--- config.mk ---
export PLATFORM = sky130hd
export DESIGN_NAME = escape_channel_splitter_unit
export DESIGN_NICKNAME = d
export VERILOG_FILES = /design/src/hw/rtl/ecs_pkg.sv /design/src/hw/rtl/ecs_classify.sv /design/src/hw/rtl/escape_channel_splitter_unit.sv
export SDC_FILE = /design/constraint.sdc
export NUM_CORES = 1
export LEC_CHECK = 0
export BUFFER_PORTS_ARGS = -buffer_cell sky130_fd_sc_hd__buf_2
export CAP_MARGIN = 20
export CORE_MARGIN = 2
export CORE_UTILIZATION = 59
export DETAILED_ROUTE_END_ITERATION = 8
export GPL_TIMING_DRIVEN = 0
export HOLD_SLACK_MARGIN = 0.1
export PLACE_DENSITY = 0.8
export SYNTH_ARGS = -nofsm -noshare
export SYNTH_HDL_FRONTEND = slang
export SYNTH_SLANG_ARGS = --single-unit
--- constraint.sdc ---
create_clock -name clk -period 2.95 [get_ports clk]
set_input_delay 0.1475 -clock clk [delete_from_list [all_inputs] [get_ports clk]]
set_output_delay 0.1475 -clock clk [all_outputs]
set_load 0.01 [all_outputs]
--- src/hw/rtl/ecs_pkg.sv ---
// ecs_pkg: types, byte codes and the opening prefix table for the escape channel splitter
// no dependencies; imported by ecs_classify and escape_channel_splitter_unit
package ecs_pkg;

	localparam int unsigned OPEN_LEN = 7;

	localparam logic [7:0] CH_ESC    = 8'h1b;
	localparam logic [7:0] CH_DOLLAR = 8'h24;
	localparam logic [7:0] CH_ETX    = 8'h03;
	localparam logic [7:0] CH_EOT    = 8'h04;
	localparam logic [7:0] CH_BEL    = 8'h07;
	localparam logic [7:0] CH_TAB    = 8'h09;
	localparam logic [7:0] CH_LF     = 8'h0a;
	localparam logic [7:0] CH_CR     = 8'h0d;
	localparam logic [7:0] CH_SPACE  = 8'h20;

	localparam logic [1:0] KIND_CONSOLE = 2'd0;
	localparam logic [1:0] KIND_CMD     = 2'd1;
	localparam logic [1:0] KIND_DONE    = 2'd2;
	localparam logic [1:0] KIND_ABANDON = 2'd3;

	typedef enum logic [1:0] {
		PH_IDLE,
		PH_MATCH,
		PH_TEXT
	} phase_t;

	typedef enum logic {
		SQ_READY,
		SQ_REPLAY
	} sq_state_t;

	typedef struct packed {
		logic opener;
		logic dollar;
		logic prefix_hit;
		logic terminator;
		logic abandon;
	} cls_t;

	function automatic logic [7:0] open_byte(input logic [2:0] idx);
		logic [7:0] b;
		unique case (idx)
			3'd0:    b = CH_ESC;
			3'd1:    b = 8'h5d;
			3'd2:    b = 8'h56;
			3'd3:    b = 8'h50;
			3'd4:    b = 8'h44;
			3'd5:    b = 8'h50;
			3'd6:    b = 8'h3b;
			default: b = 8'h00;
		endcase
		return b;
	endfunction

endpackage

--- src/hw/rtl/ecs_classify.sv ---
// ecs_classify: sorts one request byte against the prefix position and the control codes
// depends on ecs_pkg
module ecs_classify
	import ecs_pkg::*;
(
	input  logic [7:0] byte_in,
	input  logic [2:0] pos,
	output cls_t       cls
);

	logic is_ctrl;
	logic is_allowed;

	always_comb begin
		is_ctrl    = byte_in < CH_SPACE;
		is_allowed = (byte_in == CH_CR) || (byte_in == CH_LF) ||
			(byte_in == CH_BEL) || (byte_in == CH_TAB);
		cls.dollar     = byte_in == CH_DOLLAR;
		cls.opener     = (byte_in == CH_ESC) || (byte_in == CH_DOLLAR);
		cls.prefix_hit = (pos >= 3'd1) && (pos < 3'(OPEN_LEN)) && (byte_in == open_byte(pos));
		cls.terminator = (byte_in == CH_ETX) || (byte_in == CH_EOT);
		cls.abandon    = is_ctrl && !is_allowed && !cls.terminator;
	end

endmodule

--- src/hw/rtl/escape_channel_splitter_unit.sv ---
// escape_channel_splitter_unit: top level, splits console bytes from an in-band command channel
// depends on ecs_pkg and ecs_classify
// a single result is registered and shown in the cycle after its request is accepted
// throughput: one request per cycle for console, cmd, done and prefix bytes unless output stalls
// a prefix mismatch at position p replays p+1 results, one per cycle unless stalled, the first
// via sequencer and output registers; an abandon gives two results; input is stalled meanwhile
// reset: arst_n clears phase, prefix position, dollar flag, count, sequencer and output valid
module escape_channel_splitter_unit
	import ecs_pkg::*;
#(
	parameter int unsigned CMD_MAX = 256
) (
	input  logic       clk,
	input  logic       arst_n,
	input  logic       in_valid,
	output logic       in_stall,
	input  logic [7:0] byte_in,
	output logic       out_valid,
	input  logic       out_stall,
	output logic [1:0] kind,
	output logic [7:0] data,
	output logic [8:0] cmd_length,
	output logic       last
);

	localparam int unsigned KW = $clog2(CMD_MAX + 1);

	phase_t     phase_q, phase_d;
	logic [2:0] pos_q, pos_d;
	logic       dollar_q, dollar_d;
	logic [KW-1:0] kept_q, kept_d;

	sq_state_t  sq_q, sq_d;
	logic [2:0] idx_q, end_q;
	logic [7:0] byte_q;
	logic       rep_dollar_q;

	logic       out_valid_q;
	logic [1:0] kind_q;
	logic [7:0] data_q;
	logic [8:0] len_q;
	logic       last_q;

	cls_t       cls;
	logic       out_free, accept, emit;

	logic       ld_out, ld_last, start_seq, start_dollar;
	logic [1:0] ld_kind;
	logic [7:0] ld_data;
	logic [8:0] ld_len;
	logic [2:0] seq_idx, seq_end;
	logic [KW+8:0] kept_ext;

	logic [7:0] seq_data;
	logic       seq_last;

	ecs_classify u_classify (
		.byte_in (byte_in),
		.pos     (pos_q),
		.cls     (cls)
	);

	assign out_free = !out_valid_q || !out_stall;
	assign accept   = in_valid && !in_stall;
	assign kept_ext = {9'd0, kept_q};

	// sequencer next state
	always_comb begin
		sq_d = sq_q;
		unique case (sq_q)
			SQ_READY: begin
				if (accept && start_seq)
					sq_d = SQ_REPLAY;
			end
			SQ_REPLAY: begin
				if (out_free && (idx_q == end_q))
					sq_d = SQ_READY;
			end
			default: sq_d = SQ_READY;
		endcase
	end

	// sequencer outputs
	always_comb begin
		in_stall = 1'b1;
		emit     = 1'b0;
		unique case (sq_q)
			SQ_READY:  in_stall = !out_free;
			SQ_REPLAY: emit = out_free;
			default:   in_stall = 1'b1;
		endcase
	end

	// replayed byte at the current index
	always_comb begin
		seq_last = idx_q == end_q;
		if (seq_last)
			seq_data = byte_q;
		else if (idx_q == 3'd0)
			seq_data = rep_dollar_q ? CH_DOLLAR : CH_ESC;
		else
			seq_data = open_byte(idx_q);
	end

	// per-request decode
	always_comb begin
		phase_d      = phase_q;
		pos_d        = pos_q;
		dollar_d     = dollar_q;
		kept_d       = kept_q;
		ld_out       = 1'b0;
		ld_kind      = KIND_CONSOLE;
		ld_data      = byte_in;
		ld_len       = 9'd0;
		ld_last      = 1'b1;
		start_seq    = 1'b0;
		start_dollar = dollar_q;
		seq_idx      = 3'd0;
		seq_end      = 3'd0;
		unique case (phase_q)
			PH_MATCH: begin
				if (cls.prefix_hit) begin
					pos_d = pos_q + 3'd1;
					if (pos_q == 3'(OPEN_LEN - 1)) begin
						phase_d = PH_TEXT;
						kept_d  = '0;
					end
				end else begin
					start_seq = 1'b1;
					seq_idx   = 3'd0;
					seq_end   = pos_q;
					phase_d   = PH_IDLE;
					pos_d     = 3'd0;
					dollar_d  = 1'b0;
					kept_d    = '0;
				end
			end
			PH_TEXT: begin
				if (cls.terminator) begin
					ld_out   = 1'b1;
					ld_kind  = KIND_DONE;
					ld_data  = 8'd0;
					ld_len   = kept_ext[8:0];
					phase_d  = PH_IDLE;
					pos_d    = 3'd0;
					dollar_d = 1'b0;
					kept_d   = '0;
				end else if (cls.abandon) begin
					ld_out    = 1'b1;
					ld_kind   = KIND_ABANDON;
					ld_data   = 8'd0;
					ld_last   = 1'b0;
					start_seq = 1'b1;
					seq_idx   = 3'd1;
					seq_end   = 3'd1;
					phase_d   = PH_IDLE;
					pos_d     = 3'd0;
					dollar_d  = 1'b0;
					kept_d    = '0;
				end else if (kept_q < KW'(CMD_MAX)) begin
					ld_out  = 1'b1;
					ld_kind = KIND_CMD;
					kept_d  = kept_q + KW'(1);
				end
			end
			default: begin
				if (cls.opener) begin
					phase_d  = PH_MATCH;
					pos_d    = 3'd1;
					dollar_d = cls.dollar;
				end else begin
					ld_out = 1'b1;
				end
			end
		endcase
	end

	always_ff @(posedge clk or negedge arst_n) begin
		if (!arst_n) begin
			phase_q  <= PH_IDLE;
			pos_q    <= 3'd0;
			dollar_q <= 1'b0;
			kept_q   <= '0;
			sq_q     <= SQ_READY;
			idx_q    <= 3'd0;
			end_q    <= 3'd0;
		end else begin
			sq_q <= sq_d;
			if (accept) begin
				phase_q  <= phase_d;
				pos_q    <= pos_d;
				dollar_q <= dollar_d;
				kept_q   <= kept_d;
				if (start_seq) begin
					idx_q <= seq_idx;
					end_q <= seq_end;
				end
			end else if (emit) begin
				idx_q <= idx_q + 3'd1;
			end
		end
	end

	always_ff @(posedge clk) begin
		if (accept && start_seq) begin
			byte_q       <= byte_in;
			rep_dollar_q <= start_dollar;
		end
	end

	always_ff @(posedge clk or negedge arst_n) begin
		if (!arst_n) begin
			out_valid_q <= 1'b0;
		end else if (emit) begin
			out_valid_q <= 1'b1;
		end else if (accept && ld_out) begin
			out_valid_q <= 1'b1;
		end else if (!out_stall) begin
			out_valid_q <= 1'b0;
		end
	end

	always_ff @(posedge clk) begin
		if (emit) begin
			kind_q <= KIND_CONSOLE;
			data_q <= seq_data;
			len_q  <= 9'd0;
			last_q <= seq_last;
		end else if (accept && ld_out) begin
			kind_q <= ld_kind;
			data_q <= ld_data;
			len_q  <= ld_len;
			last_q <= ld_last;
		end
	end

	assign out_valid  = out_valid_q;
	assign kind       = kind_q;
	assign data       = data_q;
	assign cmd_length = len_q;
	assign last       = last_q;

	a_text_pos: assert property (@(posedge clk) disable iff (!arst_n)
		(phase_q == PH_TEXT) |-> (pos_q == 3'(OPEN_LEN)))
		else $error("text phase without full prefix");

	a_kept_max: assert property (@(posedge clk) disable iff (!arst_n)
		kept_q <= KW'(CMD_MAX))
		else $error("command count beyond maximum");

	a_replay_idx: assert property (@(posedge clk) disable iff (!arst_n)
		(sq_q == SQ_REPLAY) |-> (idx_q <= end_q))
		else $error("replay index past its end");

	a_mismatch_replay: assert property (@(posedge clk) disable iff (!arst_n)
		(accept && (phase_q == PH_MATCH) && !cls.prefix_hit) |=>
			((sq_q == SQ_REPLAY) && (idx_q == 3'd0)))
		else $error("prefix mismatch did not start a replay");

	a_done_last: assert property (@(posedge clk) disable iff (!arst_n)
		(out_valid_q && (kind_q == KIND_DONE || kind_q == KIND_CMD)) |-> last_q)
		else $error("single result not marked last");

endmodule

==> results of run 1 <==
==> kinds of logic after synthesis <==
family	after synthesis	synth area share, %
flip-flops	52	43.47
multiplexers	8	2.646
AO/OA/AOI/OAI	89	20.31
XOR/XNOR	4	1.139
AND/OR/NAND/NOR	133	23.24
adder cells (fa/ha/maj)	12	4.884
buffers and inverters	30	4.314
==> sequential cells by signal, indices dropped and copies added (netlist names) <==
| register | flops |
|---|---|
| cmd_length | 9 |
| kept_q | 9 |
| byte_q | 8 |
| data | 8 |
| end_q | 3 |
| idx_q | 3 |
| pos_q | 3 |
| kind | 2 |
| phase_q | 2 |
| dollar_q | 1 |
| last | 1 |
| out_valid | 1 |
| rep_dollar_q | 1 |
| sq_q | 1 |
==> final timing paths <==
check                              startpoint             to  slack (ns)  depth (start not counted)
worst max register to register       pos_q[1]      kept_q[8]        0.15                          9
min in group asynchronous              arst_n       end_q[2]        0.35                          2
worst min-delay path               byte_in[7]      byte_q[7]        0.12                          1
worst max-delay path                 pos_q[1]      kept_q[8]        0.15                          9
max in group asynchronous              arst_n       pos_q[0]        2.21                          2
worst min register to register  cmd_length[8]  cmd_length[8]        0.45                          2
==> area by class of cell <==
| type | instances | area share (%) |
|---|---|---|
| inverters | 16 | 1.727 |
| flip-flops and latches | 52 | 38.47 |
| clock inverters | 3 | 0.5398 |
| clock buffers | 5 | 1.979 |
| well taps | 70 | 2.519 |
| plain buffers | 14 | 2.087 |
| repair buffers | 38 | 6.117 |
| multi-input cells | 246 | 46.56 |
==> synthesized netlist by cell type, types with 4 or more instances <==
master    number  area [um^2]
or3_1          6        37.54
nand3_1       20        100.1
dfxtp_1       11        220.2
nor2b_1        5        31.28
o31ai_2        5        62.56
o21ai_1       13        65.06
mux2i_1        7        70.07
nand2b_1       6        37.54
edfxtp_1      18        540.5
and3_1         6        37.54
xnor2_1        4        35.03
inv_1         16        60.06
nand2_1       39        146.4
buf_2          4        20.02
dfrtp_1       23        575.6
nor2_1        18        67.56
a31oi_1        5        31.28
o21ai_0       19        95.09
ha_1          12        150.1
o31ai_1        6        45.04
clkbuf_1       7        26.28
nor3_1         4        20.02
a21oi_1       12        60.06
==> per-layer routing <==
metal | up-vias | track usage, %
li1 | 1300 | -
met1 | 1247 | 35.93
met2 | 76 | 38.93
met3 | 10 | 4.147
met4 | 0 | 7.273
met5 | - | 0
==> power by group <==
group	leakage, nW	switching, mW	internal, mW
Combinational	0.889	0.717	0.433
Sequential	0.560	0.0775	0.914
Clock	0.0479	0.242	0.166
Total	1.50	1.04	1.51
==> timing repair <==
action                                 CTS  global route
buffers inserted                         0             1
endpoints found under the hold margin   26             0
pin swaps                                0             1
resized for setup                        1             3
hold buffers                             4             0
setup endpoints to repair                9            19
cloned                                   0             0
==> impl_results.md, run 1 <==
- Layout area overhead: 13.11%
- DRT met1 WL: between 3000 and 4000 um
- Worst Setup Slack, final: 0.1480 ns
- WL met3: ~310 um
- Worst Path Arrival: 3.04 ns
- GPL Wtd Cong: 0.9046
- Setup Skew: 0.005742 ns
- Crit-path max cell delay: about 0.51 ns
- Startpoint Class: flop
- TritonCTS clock tree: built
- Crit-path leading delay family: simple AND/OR/NAND/NOR gates
- # Max-Cap Violations: 0
- Drt drc: 0
- # port buffers: 33
- GRT overflow: 0
- Initial Util: 60.58%
- Finished Layout Cells: roughly 440
- Detailed Routing Iterations Pass 1: 4
- Finished Cell Area: 3477 um^2
- Max H-tree Level: 2
- Req. time, crit path: 3.18 ns
- Max Slew Vio Count: 0
- Crit. End Element: flop
- Vias in the first global route: 2410
- Antenna diode count: 0
- Final HPWL DP: 5083 um
- Critical path, cell by cell: inv_1, ha_1, nor2_1, or4_1, nand4_1, nor4_4, buf_4, or4_1, a21oi_1
- Synth unique cells: 61
- Async S/R FF share, synth: 44.23%
- Syn Nets: ~350
- Die height: 76.19 um
- Die area: around 5800 um^2
- Tmin final: between 2 and 3 ns
- Max Buffers Root-to-Sink: 2
- Multi-input gate area: approximately 1600 um^2
- RSZ-0062 raised after global routing: false
- Final TNS setup: 0 ns
- Run status: finished clean
- Most used DFF post-synth: dfrtp_1
- Largest net degree at the start of global routing: 24
- Most frequent cells in the layout: nand2_1, buf_2, dfrtp_1, nand3_1, o21ai_0
- Clk root buf: clkbuf_8
- Buf+Inv Stages, Crit Path: 2
- Synth Cell Area: 3074 um^2
- Post-route ant nets: 0
- Top cell by count, worst path: or4_1
- Fillers: 416
- Hold_ws: 0.1184 ns
- Static Leakage: 1.497 nW
- Final hold violations: 0
- Met2 routed WL: roughly 3300 um
- FF+latch count, synth: 52
- Final core occ: 68.52%
- CP max-delay cell: or4_1
- Fmax: between 0.3 and 0.4 GHz
- Vias/cell: 5.930
- Layout Nets: between 300 and 400
- Ys Warns: 0
- Design Power: about 2.5 mW
- Max-slew headroom: around three fifths
- DR vias: about 2600
- DR WL/cell: between 15 and 20 um
- Core Region: ~5100 um^2
- Post-Syn Instances: around 330
- FF+latch area: 1338 um^2
- Placed Area: between 3000 and 4000 um^2
- Hold Crit Class: input pin to flop
- Seq/Total Area, Yosys: 43.47%
- Total wire length: between 6000 and 7000 um
- DR top layer: met4
- # IOs: 34
- TritonCTS buffer count: 5
- Initial DRC Count: around 210
- Tcrit/Tclk final: 94.98%
- Reg clk slew, reported paths: ~0.090 ns
- Global-route wire length before repair: roughly 12000 um
- Pre-CTS worst setup slack: -0.04400 ns
- Peak VDD IR: between 0.0003 and 0.0004 V
- Share of cells above drive strength 1: roughly a fifth
- Inst Count DP: ~430
- Crit path max fanout: 8
- Die X-Extent: 76.19 um
- Avg Synthesized Cell Area: around 9.4 um^2
- Clk_lat worst skew: 0.31 ns
- Pwr dens: between 700 and 800 nW/um^2
- Clock sinks: 52
- Placement Rows: 26
- Setup violations, final: 0
- Worst setup path category: flop to flop
- Post-synth EDFFs: 18
- Worst-Margin Slew: between 0.5 and 0.6 ns
- All-Layer GR Usage: 24.88%
- Antenna violations before repair: 0
- Most common cell after layout, fill and taps aside: nand2_1
No activity file was read; power rests on OpenSTA's default activity.
==> run 2: changes to the inputs <==
--- a/config.mk
+++ b/config.mk
@@ -5,14 +5,14 @@
 export SDC_FILE = /design/constraint.sdc
 export NUM_CORES = 1
 export LEC_CHECK = 0
-export BUFFER_PORTS_ARGS = -buffer_cell sky130_fd_sc_hd__buf_2
 export CAP_MARGIN = 20
 export CORE_MARGIN = 2
-export CORE_UTILIZATION = 59
+export CORE_UTILIZATION = 60
 export DETAILED_ROUTE_END_ITERATION = 8
+export DONT_BUFFER_PORTS = 1
 export GPL_TIMING_DRIVEN = 0
 export HOLD_SLACK_MARGIN = 0.1
-export PLACE_DENSITY = 0.8
+export PLACE_DENSITY = 0.76
 export SYNTH_ARGS = -nofsm -noshare
 export SYNTH_HDL_FRONTEND = slang
 export SYNTH_SLANG_ARGS = --single-unit
==> impl_results.md, run 2 (synthesis gave the netlist of run 1 again) <==
- Final core occ: 67.48% (-1.0 points)
- Die height: 75.58 um (-0.79%)
- Global-route wire length before repair: 10870 um (-6.4%)
- Met3 Track Usage GR: 4.762% (+0.61 points)
- Antenna diode count: 0 (unchanged)
- Worst Path Arrival: 2.94 ns (-0.10 ns)
- # Max-Cap Violations: 0 (unchanged)
- Initial DRC Count: 200 (-3.8%)
- Setup Fix Bufs, Post-CTS: 0 (unchanged)
- Pwr dens: 735.1 nW/um^2 (+0.25%)
- Vias in the first global route: 2188 (-9.2%)
- Max-slew headroom: 60.07% (-0.14 points)
- Tmin final: 2.762 ns (-0.03981 ns)
- Max Slew Vio Count: 0 (unchanged)
- Fmax: 0.3620 GHz (+1.4%)
- Worst setup path category: flop to flop
- Startpoint Class: flop
- Vias/cell: 6.077 (+2.5%)
- RSZ-0062 raised after global routing: false
- Layout Nets: 370 (-6.8%)
- Clock sinks: 52 (unchanged)
- Detailed Routing Iterations Pass 1: 4 (unchanged)
- Antenna violations before repair: 0 (unchanged)
- GR Util met2: 37.58% (-1.3 points)
- GPL Wtd Cong: 0.8783 (-2.9%)
- Share of cells above drive strength 1: 11.24% (-8.0 points)
- R2R cell count: 9 (unchanged)
- Tcrit/Tclk final: 93.63% (-1.3 points)
- Slack of the worst reg-to-reg path: 0.19 ns (+0.04 ns)
- Hold Crit Class: input pin to async pin
- Drt drc: 0 (unchanged)
- Most frequent cells in the layout: nand2_1, dfrtp_1, nand3_1, o21ai_0
- DR vias: 2534 (-3.8%)
- TritonCTS clock tree: built
- FF-to-FF End: kept_q[3]
- Static Leakage: 1.377 nW (-8.0%)
- Die area: 5712 um^2 (-1.6%)
- Inst Count DP: 398 (-7.7%)
- Placement Rows: 26 (unchanged)
- Layout area overhead: 9.971%
- All-Layer GR Usage: 25.27% (+0.39 points)
- Clk root buf: clkbuf_8
- Crit. End Element: flop
- # port buffers: 0 (-100%)
- Worst-Margin Slew: 0.5957 ns (+0.002163 ns)
- Initial Util: 61.36% (+0.79 points)
- Top Usage Layer GRT: met1
- Largest net degree at the start of global routing: 24 (unchanged)
- Max Buffers Root-to-Sink: 2 (unchanged)
- DR WL/cell: 16.20 um (+3.0%)
- Setup violations, final: 0 (unchanged)
- Die X-Extent: 75.58 um (-0.79%)
- Post-route ant nets: 0 (unchanged)
- Core Region: 5010 um^2 (-1.3%)
- Finished Layout Cells: 417 (-6.1%)
- # IOs: 34 (unchanged)
- Run status: finished clean
- Clk_lat worst skew: 0.30 ns (about the same)
- GRT overflow: 0 (unchanged)
- Reg clk slew, reported paths: 0.10 ns (about the same)
- Final hold violations: 0 (unchanged)
- Total wire length: 6757 um (-3.2%)
- Peak VDD IR: 0.0003074 V (-7.6%)
- FF-to-FF Start: pos_q[0]
- Crit path max fanout: 10 (+2)
- Setup Skew: 0.008986 ns (+0.003244 ns)
- TritonCTS buffer count: 5 (unchanged)
- M1 GR Usage: 38.40% (+2.5 points)
- Final HPWL DP: 4973 um (-2.2%)
- Max H-tree Level: 2 (unchanged)
- Most common cell after layout, fill and taps aside: nand2_1
- Req. time, crit path: 3.13 ns (-0.05 ns)
run 2: changes by cell type in the layout (fill, tap and decap cells not counted):
| cell | delta |
|---|---|
| inv_4 | +1 |
| buf_4 | -1 |
| clkbuf_2 | +1 |
| dlygate4sd3_1 | +6 |
| buf_8 | +1 |
| clkinv_2 | -2 |
| buf_2 | -33 |
run 2: per-stage QoR:
step / TNS, ns / setup WS [ns] / area [um^2] / power (mW) / hold WS (ns)
after global placement: 0 / 0.007665 / 3162 / 2.024 / -0.1475
after global routing: 0 / 0.03651 / 3381 / 2.667 / 0.1083
after CTS: 0 / 0.07438 / 3353 / 2.477 / 0.1117
after detailed placement: -0.3292 / -0.03688 / 3162 / 2.056 / -0.1473
after floorplan: 0 / 0.3501 / 3074 / 1.832 / -0.1481
final: 0 / 0.1878 / 3381 / 2.485 / 0.1169
run 2: worst max-delay path by stage:
stage	from	to	slack [ns]	cells after the start
2_1_floorplan	pos_q[0]	byte_q[0]	0.35	8
3_3_place_gp	pos_q[0]	byte_q[1]	0.008	8
3_5_place_dp	pos_q[1]	byte_q[3]	-0.04	9
4_1_cts	pos_q[1]	byte_q[3]	0.07	9
5_1_grt	pos_q[1]	kept_q[4]	0.04	9
6_report	pos_q[0]	kept_q[3]	0.19	9
run 2: metal layers:
layer	vias up	wire [um]
met5	-	0
met4	0	86
met3	10	366
met2	75	3188
met1	1209	3115
li1	1240	-
run 2: layout make-up:
type / instances / area [um^2]
Multi-Input combinational cell: 246 / 1619
Fill cell: 416 / 1629
Inverter: 16 / 60.06
Clock buffer: 6 / 73.82
Clock inverter: 2 / 15.01
Buffer: 14 / 72.57
Tap cell: 70 / 87.58
Sequential cell: 52 / 1338
Timing Repair Buffer: 11 / 115.1
run 2: power breakdown:
part	switching, mW	internal (mW)	leakage [nW]
clock	0.239	0.173	0.0487
sequential	0.116	0.919	0.560
combinational	0.648	0.391	0.768
total	1.00	1.48	1.38
run 2: critical path: stages, from the launching register on:
cell and delay, ns:
dfrtp_2 0.47, inv_1 0.13, ha_1 0.24, and2b_1 0.20, or3_1 0.34, a211o_1 0.32
nor4_4 0.52, or3_1 0.20, buf_6 0.14, o31ai_2 0.07
run 2: what timing repair did:
item	in CTS	in global routing
setup endpoints to repair	9	18
gates cloned	0	0
gates resized for setup	1	3
endpoints found under the hold margin	36	0
pin swaps	0	1
hold buffers	10	0
